### src/rtl/cl4_pkg.sv
`default_nettype none
// ----------------------------------------------------------------------------
// cl4_pkg: shared definitions for the character LCD 4-bit driver
// Request codes, register indexes, reset values and the init byte table.
// ----------------------------------------------------------------------------
package cl4_pkg;

  localparam int COUNTER_WIDTH_DEFAULT = 16;
  localparam int CFG_INDEX_WIDTH       = 8;
  localparam int CFG_DATA_WIDTH        = 16;
  localparam int REQ_TYPE_WIDTH        = 3;
  localparam int INIT_STEP_WIDTH       = 3;

  localparam logic [REQ_TYPE_WIDTH-1:0] REQ_TICK    = 3'd0;
  localparam logic [REQ_TYPE_WIDTH-1:0] REQ_COMMAND = 3'd1;
  localparam logic [REQ_TYPE_WIDTH-1:0] REQ_DATA    = 3'd2;
  localparam logic [REQ_TYPE_WIDTH-1:0] REQ_INIT    = 3'd3;
  localparam logic [REQ_TYPE_WIDTH-1:0] REQ_CLEAR   = 3'd4;
  localparam logic [REQ_TYPE_WIDTH-1:0] REQ_SET_POS = 3'd5;

  localparam logic [CFG_INDEX_WIDTH-1:0] REG_PULSE_WIDTH  = 8'd0;
  localparam logic [CFG_INDEX_WIDTH-1:0] REG_NIBBLE_WAIT  = 8'd1;
  localparam logic [CFG_INDEX_WIDTH-1:0] REG_POWERUP_WAIT = 8'd2;
  localparam logic [CFG_INDEX_WIDTH-1:0] REG_CLEAR_WAIT   = 8'd3;

  localparam logic [7:0]  PULSE_WIDTH_RESET  = 8'd1;
  localparam logic [15:0] NIBBLE_WAIT_RESET  = 16'd100;
  localparam logic [15:0] POWERUP_WAIT_RESET = 16'd50000;
  localparam logic [15:0] CLEAR_WAIT_RESET   = 16'd2000;

  localparam logic [7:0] CMD_CLEAR = 8'h01;

  typedef struct packed {
    logic [REQ_TYPE_WIDTH-1:0] req_type;
    logic [7:0]                byte_value;
    logic [5:0]                column;
    logic                      row;
  } req_t;

  typedef struct packed {
    logic [3:0] lcd_nibble;
    logic       lcd_rs;
    logic       lcd_en;
    logic       busy_res;
    logic       accepted;
  } res_t;

  function automatic logic [7:0] init_byte(input logic [INIT_STEP_WIDTH-1:0] idx);
    logic [7:0] b;
    begin
      case (idx)
        3'd0:    b = 8'h33;
        3'd1:    b = 8'h32;
        3'd2:    b = 8'h28;
        3'd3:    b = 8'h0C;
        3'd4:    b = 8'h01;
        default: b = 8'h01;
      endcase
      return b;
    end
  endfunction

endpackage
`default_nettype wire

### src/rtl/cl4_if.sv
`default_nettype none
// ----------------------------------------------------------------------------
// cl4_if: channel interfaces of the character LCD 4-bit driver
// Request, result and register write channels with valid/ready handshakes.
// ----------------------------------------------------------------------------
interface cl4_req_if;
  logic                                valid;
  logic                                ready;
  logic [cl4_pkg::REQ_TYPE_WIDTH-1:0]  req_type;
  logic [7:0]                          byte_value;
  logic [5:0]                          column;
  logic                                row;

  modport source (output valid, req_type, byte_value, column, row, input ready);
  modport sink (input valid, req_type, byte_value, column, row, output ready);
endinterface

interface cl4_res_if;
  logic       valid;
  logic       ready;
  logic [3:0] lcd_nibble;
  logic       lcd_rs;
  logic       lcd_en;
  logic       busy_res;
  logic       accepted;

  modport source (output valid, lcd_nibble, lcd_rs, lcd_en, busy_res, accepted,
                  input ready);
  modport sink (input valid, lcd_nibble, lcd_rs, lcd_en, busy_res, accepted,
                output ready);
endinterface

interface cl4_cfg_if;
  logic                                valid;
  logic                                ready;
  logic [cl4_pkg::CFG_INDEX_WIDTH-1:0] index;
  logic [cl4_pkg::CFG_DATA_WIDTH-1:0]  data;

  modport source (output valid, index, data, input ready);
  modport sink (input valid, index, data, output ready);
endinterface
`default_nettype wire

### src/rtl/cl4_core.sv
`default_nettype none
// ----------------------------------------------------------------------------
// cl4_core: sequencer of the character LCD 4-bit driver
// Holds the timing registers, the phase and the tick counter, and computes
// the pin levels after each tick or request.
// ----------------------------------------------------------------------------
module cl4_core #(
  parameter int COUNTER_WIDTH = cl4_pkg::COUNTER_WIDTH_DEFAULT
) (
  input  wire                clk,
  input  wire                rst,
  cl4_cfg_if.sink            cfg,
  input  wire                req_fire,
  input  cl4_pkg::req_t      req_in,
  output cl4_pkg::res_t      res_out
);
  import cl4_pkg::*;

  localparam logic [2:0] PH_IDLE = 3'd0;
  localparam logic [2:0] PH_PWR  = 3'd1;
  localparam logic [2:0] PH_HI1  = 3'd2;
  localparam logic [2:0] PH_W1   = 3'd3;
  localparam logic [2:0] PH_HI2  = 3'd4;
  localparam logic [2:0] PH_W2   = 3'd5;
  localparam logic [2:0] PH_LONG = 3'd6;

  logic [7:0]  pulse_width;
  logic [15:0] nibble_wait;
  logic [15:0] powerup_wait;
  logic [15:0] clear_wait;

  logic [2:0]                 phase, phase_next;
  logic [COUNTER_WIDTH-1:0]   wait_count, wait_count_next;
  logic [7:0]                 held_byte, held_byte_next;
  logic                       held_rs, held_rs_next;
  logic [INIT_STEP_WIDTH-1:0] init_step, init_step_next;
  logic                       long_pending, long_pending_next;
  logic [3:0]                 pin_nibble, pin_nibble_next;
  logic                       pin_en, pin_en_next;
  logic                       acc;

  logic       do_start;
  logic [7:0] start_byte;
  logic       start_rs;

  assign cfg.ready = 1'b1;

  always_ff @(posedge clk) begin
    if (rst) begin
      pulse_width  <= PULSE_WIDTH_RESET;
      nibble_wait  <= NIBBLE_WAIT_RESET;
      powerup_wait <= POWERUP_WAIT_RESET;
      clear_wait   <= CLEAR_WAIT_RESET;
    end else if (cfg.valid) begin
      unique case (cfg.index)
        REG_PULSE_WIDTH:  pulse_width  <= cfg.data[7:0];
        REG_NIBBLE_WAIT:  nibble_wait  <= cfg.data;
        REG_POWERUP_WAIT: powerup_wait <= cfg.data;
        REG_CLEAR_WAIT:   clear_wait   <= cfg.data;
        default: ;
      endcase
    end
  end

  always_comb begin
    phase_next        = phase;
    wait_count_next   = wait_count;
    held_byte_next    = held_byte;
    held_rs_next      = held_rs;
    init_step_next    = init_step;
    long_pending_next = long_pending;
    pin_nibble_next   = pin_nibble;
    pin_en_next       = pin_en;
    acc               = 1'b0;
    do_start          = 1'b0;
    start_byte        = 8'h00;
    start_rs          = 1'b0;

    if (req_in.req_type == REQ_TICK) begin
      if (phase != PH_IDLE) begin
        if (wait_count <= COUNTER_WIDTH'(1)) begin
          wait_count_next = '0;
          unique case (phase)
            PH_LONG: phase_next = PH_IDLE;
            PH_PWR: begin
              init_step_next = INIT_STEP_WIDTH'(1);
              do_start       = 1'b1;
              start_byte     = init_byte(INIT_STEP_WIDTH'(0));
            end
            PH_HI1: begin
              pin_en_next     = 1'b0;
              phase_next      = PH_W1;
              wait_count_next = held_rs ? COUNTER_WIDTH'(1) : COUNTER_WIDTH'(nibble_wait);
            end
            PH_W1: begin
              pin_nibble_next = held_byte[3:0];
              pin_en_next     = 1'b1;
              phase_next      = PH_HI2;
              wait_count_next = COUNTER_WIDTH'(pulse_width);
            end
            PH_HI2: begin
              pin_en_next     = 1'b0;
              phase_next      = PH_W2;
              wait_count_next = COUNTER_WIDTH'(nibble_wait);
            end
            PH_W2: begin
              if (init_step >= INIT_STEP_WIDTH'(1) && init_step <= INIT_STEP_WIDTH'(4)) begin
                init_step_next = init_step + INIT_STEP_WIDTH'(1);
                do_start       = 1'b1;
                start_byte     = init_byte(init_step);
              end else begin
                init_step_next = '0;
                if (long_pending) begin
                  long_pending_next = 1'b0;
                  phase_next        = PH_LONG;
                  wait_count_next   = COUNTER_WIDTH'(clear_wait);
                end else begin
                  phase_next = PH_IDLE;
                end
              end
            end
            default: phase_next = PH_IDLE;
          endcase
        end else begin
          wait_count_next = wait_count - COUNTER_WIDTH'(1);
        end
      end
    end else if (phase == PH_IDLE && req_in.req_type <= REQ_SET_POS) begin
      acc               = 1'b1;
      long_pending_next = 1'b0;
      init_step_next    = '0;
      case (req_in.req_type)
        REQ_COMMAND: begin
          do_start   = 1'b1;
          start_byte = req_in.byte_value;
        end
        REQ_DATA: begin
          do_start   = 1'b1;
          start_byte = req_in.byte_value;
          start_rs   = 1'b1;
        end
        REQ_INIT: begin
          held_rs_next      = 1'b0;
          pin_en_next       = 1'b0;
          long_pending_next = 1'b1;
          phase_next        = PH_PWR;
          wait_count_next   = COUNTER_WIDTH'(powerup_wait);
        end
        REQ_CLEAR: begin
          long_pending_next = 1'b1;
          do_start          = 1'b1;
          start_byte        = CMD_CLEAR;
        end
        default: begin
          do_start   = 1'b1;
          start_byte = {1'b1, req_in.row, req_in.column};
        end
      endcase
    end

    if (do_start) begin
      held_byte_next  = start_byte;
      held_rs_next    = start_rs;
      pin_nibble_next = start_byte[7:4];
      pin_en_next     = 1'b1;
      phase_next      = PH_HI1;
      wait_count_next = COUNTER_WIDTH'(pulse_width);
    end
  end

  always_ff @(posedge clk) begin
    if (rst) begin
      phase        <= PH_IDLE;
      wait_count   <= '0;
      held_byte    <= 8'h00;
      held_rs      <= 1'b0;
      init_step    <= '0;
      long_pending <= 1'b0;
      pin_nibble   <= 4'h0;
      pin_en       <= 1'b0;
    end else if (req_fire) begin
      phase        <= phase_next;
      wait_count   <= wait_count_next;
      held_byte    <= held_byte_next;
      held_rs      <= held_rs_next;
      init_step    <= init_step_next;
      long_pending <= long_pending_next;
      pin_nibble   <= pin_nibble_next;
      pin_en       <= pin_en_next;
    end
  end

  always_comb begin
    res_out.lcd_nibble = pin_nibble_next;
    res_out.lcd_rs     = held_rs_next;
    res_out.lcd_en     = pin_en_next;
    res_out.busy_res   = (phase_next != PH_IDLE);
    res_out.accepted   = acc;
  end

endmodule
`default_nettype wire

### src/rtl/char_lcd_4bit_interface.sv
`default_nettype none
// ----------------------------------------------------------------------------
// char_lcd_4bit_interface: character LCD driver in 4-bit mode
// Each accepted tick or request yields a result, registered into the result
// buffer. Requests are accepted one per cycle while the buffer has room; a
// two-entry result buffer keeps requests flowing while a result waits, and
// ready drops when both entries are full. Reset restores the timing registers
// to their defaults, idles the sequencer and empties the result buffer.
// ----------------------------------------------------------------------------
module char_lcd_4bit_interface #(
  parameter int COUNTER_WIDTH = cl4_pkg::COUNTER_WIDTH_DEFAULT
) (
  input  wire          clk,
  input  wire          rst,
  cl4_req_if.sink      req,
  cl4_res_if.source    res,
  cl4_cfg_if.sink      cfg
);
  import cl4_pkg::*;

  req_t req_in;
  res_t core_res;
  res_t main_res;
  res_t skid_res;
  logic main_valid;
  logic skid_valid;
  logic push;
  logic pop;

  assign req_in.req_type   = req.req_type;
  assign req_in.byte_value = req.byte_value;
  assign req_in.column     = req.column;
  assign req_in.row        = req.row;

  assign req.ready = !skid_valid;
  assign push      = req.valid && !skid_valid;
  assign pop       = main_valid && res.ready;

  cl4_core #(
    .COUNTER_WIDTH (COUNTER_WIDTH)
  ) u_core (
    .clk      (clk),
    .rst      (rst),
    .cfg      (cfg),
    .req_fire (push),
    .req_in   (req_in),
    .res_out  (core_res)
  );

  always_ff @(posedge clk) begin
    if (rst) begin
      main_valid <= 1'b0;
      skid_valid <= 1'b0;
    end else if (pop || !main_valid) begin
      if (skid_valid) begin
        main_valid <= 1'b1;
        skid_valid <= 1'b0;
      end else begin
        main_valid <= push;
      end
    end else if (push) begin
      skid_valid <= 1'b1;
    end
  end

  always_ff @(posedge clk) begin
    if (pop || !main_valid) begin
      main_res <= skid_valid ? skid_res : core_res;
    end else if (push) begin
      skid_res <= core_res;
    end
  end

  assign res.valid      = main_valid;
  assign res.lcd_nibble = main_res.lcd_nibble;
  assign res.lcd_rs     = main_res.lcd_rs;
  assign res.lcd_en     = main_res.lcd_en;
  assign res.busy_res   = main_res.busy_res;
  assign res.accepted   = main_res.accepted;

endmodule
`default_nettype wire
### src/flat_wrapper.sv
// flat-port wrapper written by rule: the top's interface ports become plain ports
module char_lcd_4bit_interface_flat import cl4_pkg::*;
#(
  parameter int COUNTER_WIDTH = cl4_pkg::COUNTER_WIDTH_DEFAULT
)
  (clk, rst, req_valid, req_req_type, req_byte_value, req_column, req_row, req_ready, res_valid, res_lcd_nibble, res_lcd_rs, res_lcd_en, res_busy_res, res_accepted, res_ready, cfg_valid, cfg_index, cfg_data, cfg_ready);
  cl4_req_if req_i ();
  cl4_res_if res_i ();
  cl4_cfg_if cfg_i ();
  input  wire clk;
  input  wire rst;
  input wire logic [$bits(req_i.valid)-1:0] req_valid;
  input wire logic [$bits(req_i.req_type)-1:0] req_req_type;
  input wire logic [$bits(req_i.byte_value)-1:0] req_byte_value;
  input wire logic [$bits(req_i.column)-1:0] req_column;
  input wire logic [$bits(req_i.row)-1:0] req_row;
  output wire logic [$bits(req_i.ready)-1:0] req_ready;
  output wire logic [$bits(res_i.valid)-1:0] res_valid;
  output wire logic [$bits(res_i.lcd_nibble)-1:0] res_lcd_nibble;
  output wire logic [$bits(res_i.lcd_rs)-1:0] res_lcd_rs;
  output wire logic [$bits(res_i.lcd_en)-1:0] res_lcd_en;
  output wire logic [$bits(res_i.busy_res)-1:0] res_busy_res;
  output wire logic [$bits(res_i.accepted)-1:0] res_accepted;
  input wire logic [$bits(res_i.ready)-1:0] res_ready;
  input wire logic [$bits(cfg_i.valid)-1:0] cfg_valid;
  input wire logic [$bits(cfg_i.index)-1:0] cfg_index;
  input wire logic [$bits(cfg_i.data)-1:0] cfg_data;
  output wire logic [$bits(cfg_i.ready)-1:0] cfg_ready;
  assign req_i.valid = req_valid;
  assign req_i.req_type = req_req_type;
  assign req_i.byte_value = req_byte_value;
  assign req_i.column = req_column;
  assign req_i.row = req_row;
  assign req_ready = req_i.ready;
  assign res_valid = res_i.valid;
  assign res_lcd_nibble = res_i.lcd_nibble;
  assign res_lcd_rs = res_i.lcd_rs;
  assign res_lcd_en = res_i.lcd_en;
  assign res_busy_res = res_i.busy_res;
  assign res_accepted = res_i.accepted;
  assign res_i.ready = res_ready;
  assign cfg_i.valid = cfg_valid;
  assign cfg_i.index = cfg_index;
  assign cfg_i.data = cfg_data;
  assign cfg_ready = cfg_i.ready;
  char_lcd_4bit_interface #(.COUNTER_WIDTH(COUNTER_WIDTH)) u_core (.clk(clk), .rst(rst), .req(req_i), .res(res_i), .cfg(cfg_i));
endmodule
### config.mk
export PLATFORM = sky130hd
export DESIGN_NAME = char_lcd_4bit_interface_flat
export DESIGN_NICKNAME = d
export VERILOG_FILES = /design/src/rtl/cl4_pkg.sv /design/src/rtl/cl4_if.sv /design/src/rtl/cl4_core.sv /design/src/rtl/char_lcd_4bit_interface.sv /design/src/flat_wrapper.sv
export SDC_FILE = /design/constraint.sdc
export NUM_CORES = 1
export LEC_CHECK = 0
export BUFFER_PORTS_ARGS = -buffer_cell sky130_fd_sc_hd__buf_4
export CAP_MARGIN = 20
export CORE_AREA = 4 4 128 130
export CTS_CLUSTER_SIZE = 20
export DETAILED_ROUTE_END_ITERATION = 10
export DIE_AREA = 0 0 132 134
export SLEW_MARGIN = 20
export SYNTH_ARGS = -nofsm -noshare
export SYNTH_HDL_FRONTEND = slang
export SYNTH_SLANG_ARGS = --single-unit
### constraint.sdc
create_clock -name clk -period 2.55 [get_ports clk]
set_input_delay 0.3825 -clock clk [delete_from_list [all_inputs] [get_ports clk]]
set_output_delay 0.3825 -clock clk [all_outputs]
set_load 0.005 [all_outputs]
-- Word-level counts from Yosys, hierarchy flattened
Index checks and enable logic that the tools add are counted.
- add/subtract/negate cells: 2
- magnitude comparators: 4
- equality and inequality tests: 21
- multiplexer cells: 70
- bitwise logic cells: 1
- reductions and logical operators: 29
- operator list (cell ; count):
    16-bit two-way mux ; 9
    16-bit one-hot mux with 4 select lines ; 1
    3-bit two-way mux ; 13
    1-bit two-way mux ; 29
    8-bit two-way mux ; 3
    6-bit one-hot mux with 4 select lines ; 1
    8-bit one-hot mux with 3 select lines ; 1
    4-bit two-way mux ; 5
    3-bit by 2-bit == test with 1-bit output (second input constant) ; 6
    6-bit two-way mux ; 3
    8-bit by 2-bit == test with 1-bit output (second input constant) ; 2
    16-bit by 1-bit less-or-equal comparator with 1-bit output (second input constant) ; 1
    16-bit by 1-bit subtractor with 16-bit output (second input constant) ; 1
    3-bit one-hot mux with 5 select lines ; 1
    6-bit one-hot mux with 2 select lines ; 1
    2-bit AND reduction ; 6
    3-bit nonzero test ; 4
    3-bit by 1-bit == test with 1-bit output (second input constant) ; 3
    3-bit == test (second input constant) ; 3
    3-bit logical NOT ; 3
    8-bit by 1-bit == test with 1-bit output (second input constant) ; 1
    8-bit logical NOT ; 1
    2-bit OR reduction ; 4
    3-bit less-or-equal comparator (second input constant) ; 2
    16 further kinds ; 23
- bits in registers: 107
- bits of input ports: 47
- output and inout bits: 11
- word-level logic and storage cells: 151

-- Longest topological paths before layout
- depth after elaboration: 10
- gate-level depth with buffers: 11
- depth with buffers taken out: 8

-- Modules after synthesis
From an unflattened synthesis, not the netlist that was laid out.
- cells, all modules: 668
- area total of the unflattened synthesis: 5698.0 um2
- modules (own cells, without submodules) (module ; times used ; cells each ; area an instance (um2) ; seq. area each (um2)):
    cl4_core ; 1 ; 634 ; 5013.6 ; 1781.7
    char_lcd_4bit_interface ; 1 ; 34 ; 684.4 ; 520.5

-- Worst setup path after synthesis
Ideal clock, no wire load.
- path kind: reg2reg
- start point: register u_core.u_core.init_step[1]
- end point: register u_core.main_res, in the netlist u_core.res.lcd_en, data pin
- library setup time: 260 ps
- arrival: 2017 ps
- required time: 2290 ps
- path slack: 273 ps
- cell stages (with the launch flop): 9
- path buffers: 0
- cell sequence: dfxtp_1 > inv_1 > ha_1 > or4_1 > nand2_1 > o21ai_0 > a31oi_1 > nand2_1 > mux2_2
- RTL lines (what ; RTL line ; text):
    from (decl) ; cl4_core.sv:36 ; logic [INIT_STEP_WIDTH-1:0] init_step, init_step_next;
    from (signal assigned) ; cl4_core.sv:186 ; init_step <= init_step_next;
    to (signal assigned) ; char_lcd_4bit_interface.sv:68 ; main_res <= skid_valid ? skid_res : core_res;
    to (decl) ; char_lcd_4bit_interface.sv:23 ; res_t main_res;

-- Worst setup path in the final report
- start point: register u_core.u_core.phase[0]
- end point: register u_core.u_core.wait_count[5]
- cells in the longest elaborated chain, start to end: 7
- RTL lines (what ; RTL line ; text):
    from (decl) ; cl4_core.sv:32 ; logic [2:0] phase, phase_next;
    from (signal assigned) ; cl4_core.sv:182 ; phase <= phase_next;
    3-bit == test / 3-bit by 1-bit == test with 1-bit output (equally long branches) ; cl4_core.sv:83 ; unique case (phase)
    1-bit one-hot mux with 2 select lines ; cl4_core.sv:83 ;
    1-bit two-way mux ; cl4_core.sv:81 ; if (wait_count <= COUNTER_WIDTH'(1)) begin
    1-bit two-way mux ; cl4_core.sv:80 ; if (phase != PH_IDLE) begin
    1-bit two-way mux ; cl4_core.sv:79 ; if (req_in.req_type == REQ_TICK) begin
    3-bit by 2-bit != test with 1-bit output (no line) / 3-bit nonzero test (equally long branches) ; -- ;
    4-bit AND reduction (no line) ; -- ;
    to (signal assigned) ; cl4_core.sv:183 ; wait_count <= wait_count_next;
    to (decl) ; cl4_core.sv:33 ; logic [COUNTER_WIDTH-1:0] wait_count, wait_count_next;
Parallel ways exist; a longest one is shown, timed or not. The select of a mux whose other input is x is not followed.
A chain may end at the register's enable or synchronous reset.

==> results.cfg <==
[synth]
synth_warnings = 0
synth_cell_types = 79
yosys.area_share.adder_pct = 1.54
avgSynthCellArea_um2 = 8.77
synth_compound_area_share_pct = 21.7
yosys.area_share.simple_pct = 22.3
yosysSeqAreaShare_pct = 40.5
synth-seq-cells = 107
yosys-mux-area-fraction_pct = 7.92
synth-xor-area-share_pct = 1.39
syn_inst = 649
synth_top_family_by_area = simple AND/OR/NAND/NOR gates
syn-cell-area_um2 = 5690
async_reset_ff_share_pct = 0
synth_ff_type = dfxtp_1
synth_fp_nets = 703
synth_edf_count = 16

[sta]
rsz0062_at_grt = yes
min_period_ns = 2.39
fin_crit_sh_pct = 93.8
fmax_mhz = 418
slew_headroom_pct = 53.9
tns_ns = 0
finalSetupViolations = 0
worst_clock_skew_ns = 0.00701
slew_viol_final = 0
worstMarginPinSlew_ns = 0.689
finalHoldViolCount = 0

[setup_path]
worstPathCellList = or3_1 -> nor3_1 -> o31ai_2 -> nor2b_1 -> buf_12 -> a22oi_1 -> o21ai_0
slowest_stage = dfxtp_1
cp-start-kind = register
endpoint_kind = register
slowest_delay_ns = 0.69
worstPathRequired_ns = 2.83
critPathArrivalTime_ns = 2.67
critical_path_class = register to register
reg2reg_depth = 7
cp_max_fo = 16

[place]
hpwl_um = 11400
post_dp_cell_area_um2 = 6460
portBuffers = 56
gp_congestion = 0.867

[final_layout]
drive_gt1_share_pct = 21.1
regArea_um2 = 2300
multi_input_area_um2 = 3180
nFillCells = 1458
final_area_um2 = 6800
layout_common_cells = 105 x nor2_1, 91 x buf_4, 91 x dfxtp_1
final_common_cell = nor2_1
antenna_cells = 0
nets = 766
syn2layout_area_growth_pct = 19.5

[global_routing]
grt_usage_pct = 17.5
antenna_found_initial = 0
grt_pass1_wl_um = 25500
gr-total-overflow = 0
grt_max_degree = 68
grt_pass1_vias = 4877

[route]
ant_nets = 0
num_vias = 5159
routed_wirelength_um = 15700
wl_per_cell_um = 17.3
drt_iter0_markers = 410
dr.pass1.iters = 6
via_per_inst = 5.70
drc = 0

[cts]
cts_buffers = 9
clkTransAtPathRegs_ns = 0.07
clock_sinks = 107
ctsResizeCount = 0
clockBufferDepth = 2
cts_setup_buffers = 0
cts_tree = built
holdBufCountCts = 0
root_buffer = clkbuf_16
clock_latency_ns = 0.35
htreeDepth = 3

[worst_hold_path]
min_path_cells = 3
hold_path_class = primary input to register

[floorplanning]
die_w_um = 132
die_h_um = 134
start_util_pct = 37.6
die-area_um2 = 17700
core_region_area_um2 = 15100
num_io_pins = 58
rows = 45

[flow_run]
maxCapViolations = 0

[power]
leakage_nw = 2.79
peakVddDrop_mv = 0.307
p_per_area_nw_per_um2 = 555

[outcome]
outcome = finished, final reports clean
-- per-stage QoR --
step | power, mW | setup WS (ns) | utilization [%] | hold slack, ns | cells
final | 3.77 | 0.159 | 44.9 | 0.260 | 905
after global routing | 3.93 | -0.0130 | 44.9 | 0.261 | 905
after CTS | 3.79 | 0.0869 | 44.6 | 0.254 | 904
after detailed placement | 2.44 | 0.0445 | 42.6 | 0.453 | 888
after global placement | 2.43 | 0.0279 | 42.6 | 0.446 | 888
after floorplan | 2.20 | 0.273 | - | 0.436 | 649
-- logic make-up after synthesis --
| group | count (synthesis) |
|---|---|
| AO/OA/AOI/OAI | 162 |
| flip-flops | 107 |
| buffers and inverters | 62 |
| other | 1 |
| multiplexers | 44 |
| XOR/XNOR | 9 |
| adder cells (fa/ha/maj) | 7 |
| AND/OR/NAND/NOR | 257 |
-- report_power, final --
part / leakage (nW) / total (mW) / internal (mW) / switching, mW
combinational: 1.76 / 0.619 / 0.273 / 0.346
sequential: 0.897 / 1.80 / 1.76 / 0.0375
clock: 0.134 / 1.35 / 0.718 / 0.635
total: 2.79 / 3.77 / 2.75 / 1.02
-- layer usage --
layer	part of all wire (%)	GRT usage [%]	vias up	routed length, µm
li1	-	-	2480	-
met3	4.6	2.59	26	715
met1	47	23.9	2489	7420
met5	0	0	-	0
met4	2.1	6.71	0	334
met2	46	28.1	164	7220
-- path summary, 6_finish.rpt --
kind                                   from                        endpoint  slack, ns
min                             cfg_data[9]   u_core.u_core.powerup_wait[9]       0.26
max                  u_core.u_core.phase[0]     u_core.u_core.wait_count[5]       0.16
min reg2reg  u_core.u_core.powerup_wait[13]  u_core.u_core.powerup_wait[13]       0.46
max reg2reg          u_core.u_core.phase[0]     u_core.u_core.wait_count[5]       0.16
-- state kept, by name (all words and copies together), names as in the netlist, 3 cells and up --
register                    count
u_core.u_core.clear_wait       16
u_core.u_core.phase             3
u_core.u_core.wait_count       16
u_core.u_core.powerup_wait     16
u_core.res.lcd_nibble           4
u_core.u_core.pin_nibble        4
u_core.u_core.pulse_width       8
u_core.u_core.nibble_wait      16
u_core.u_core.init_step         3
u_core.skid_res                 8
u_core.u_core.held_byte         4
-- critical path: cells and delay by family, from the launching register on --
kind / cells / cell delay, ns
compound gates: 3 / 0.70
flops: 1 / 0.69
buf+inv: 1 / 0.18
simple gates: 3 / 0.74
-- synthesized netlist by cell type, types with 5 or more instances --
cell type,number,share of area [%]
o21ai_0,17,1.5
mux2_2,8,1.6
nor2_1,105,6.9
nand3_1,16,1.4
a211oi_1,10,1.3
nor3_1,8,0.70
clkbuf_1,26,1.7
nand2_1,65,4.3
xor2_1,5,0.77
nor2b_1,5,0.55
a22oi_1,15,2.0
a31oi_1,6,0.66
buf_2,7,0.62
a211o_1,12,1.8
a21oi_1,30,2.6
inv_1,20,1.3
nand3b_1,8,1.1
and2_1,5,0.55
dfxtp_1,91,32
edfxtp_1,16,8.4
or3_1,6,0.66
mux2i_1,36,6.3
a221o_1,7,1.2
ha_1,7,1.5
nor3_2,5,0.88
nand2b_1,6,0.66
a22o_1,12,1.8
o31ai_1,7,0.92
-- layout make-up --
type / instances / share of cell area, %
flip-flops and latches: 107 / 33.9
clock buffers: 11 / 3.72
multi-input cells: 481 / 46.7
well taps: 188 / 3.46
clock inverters: 5 / 0.534
repair buffers: 93 / 10.6
inverters: 20 / 1.10
Note: power is estimated with default switching activity, not from simulation.
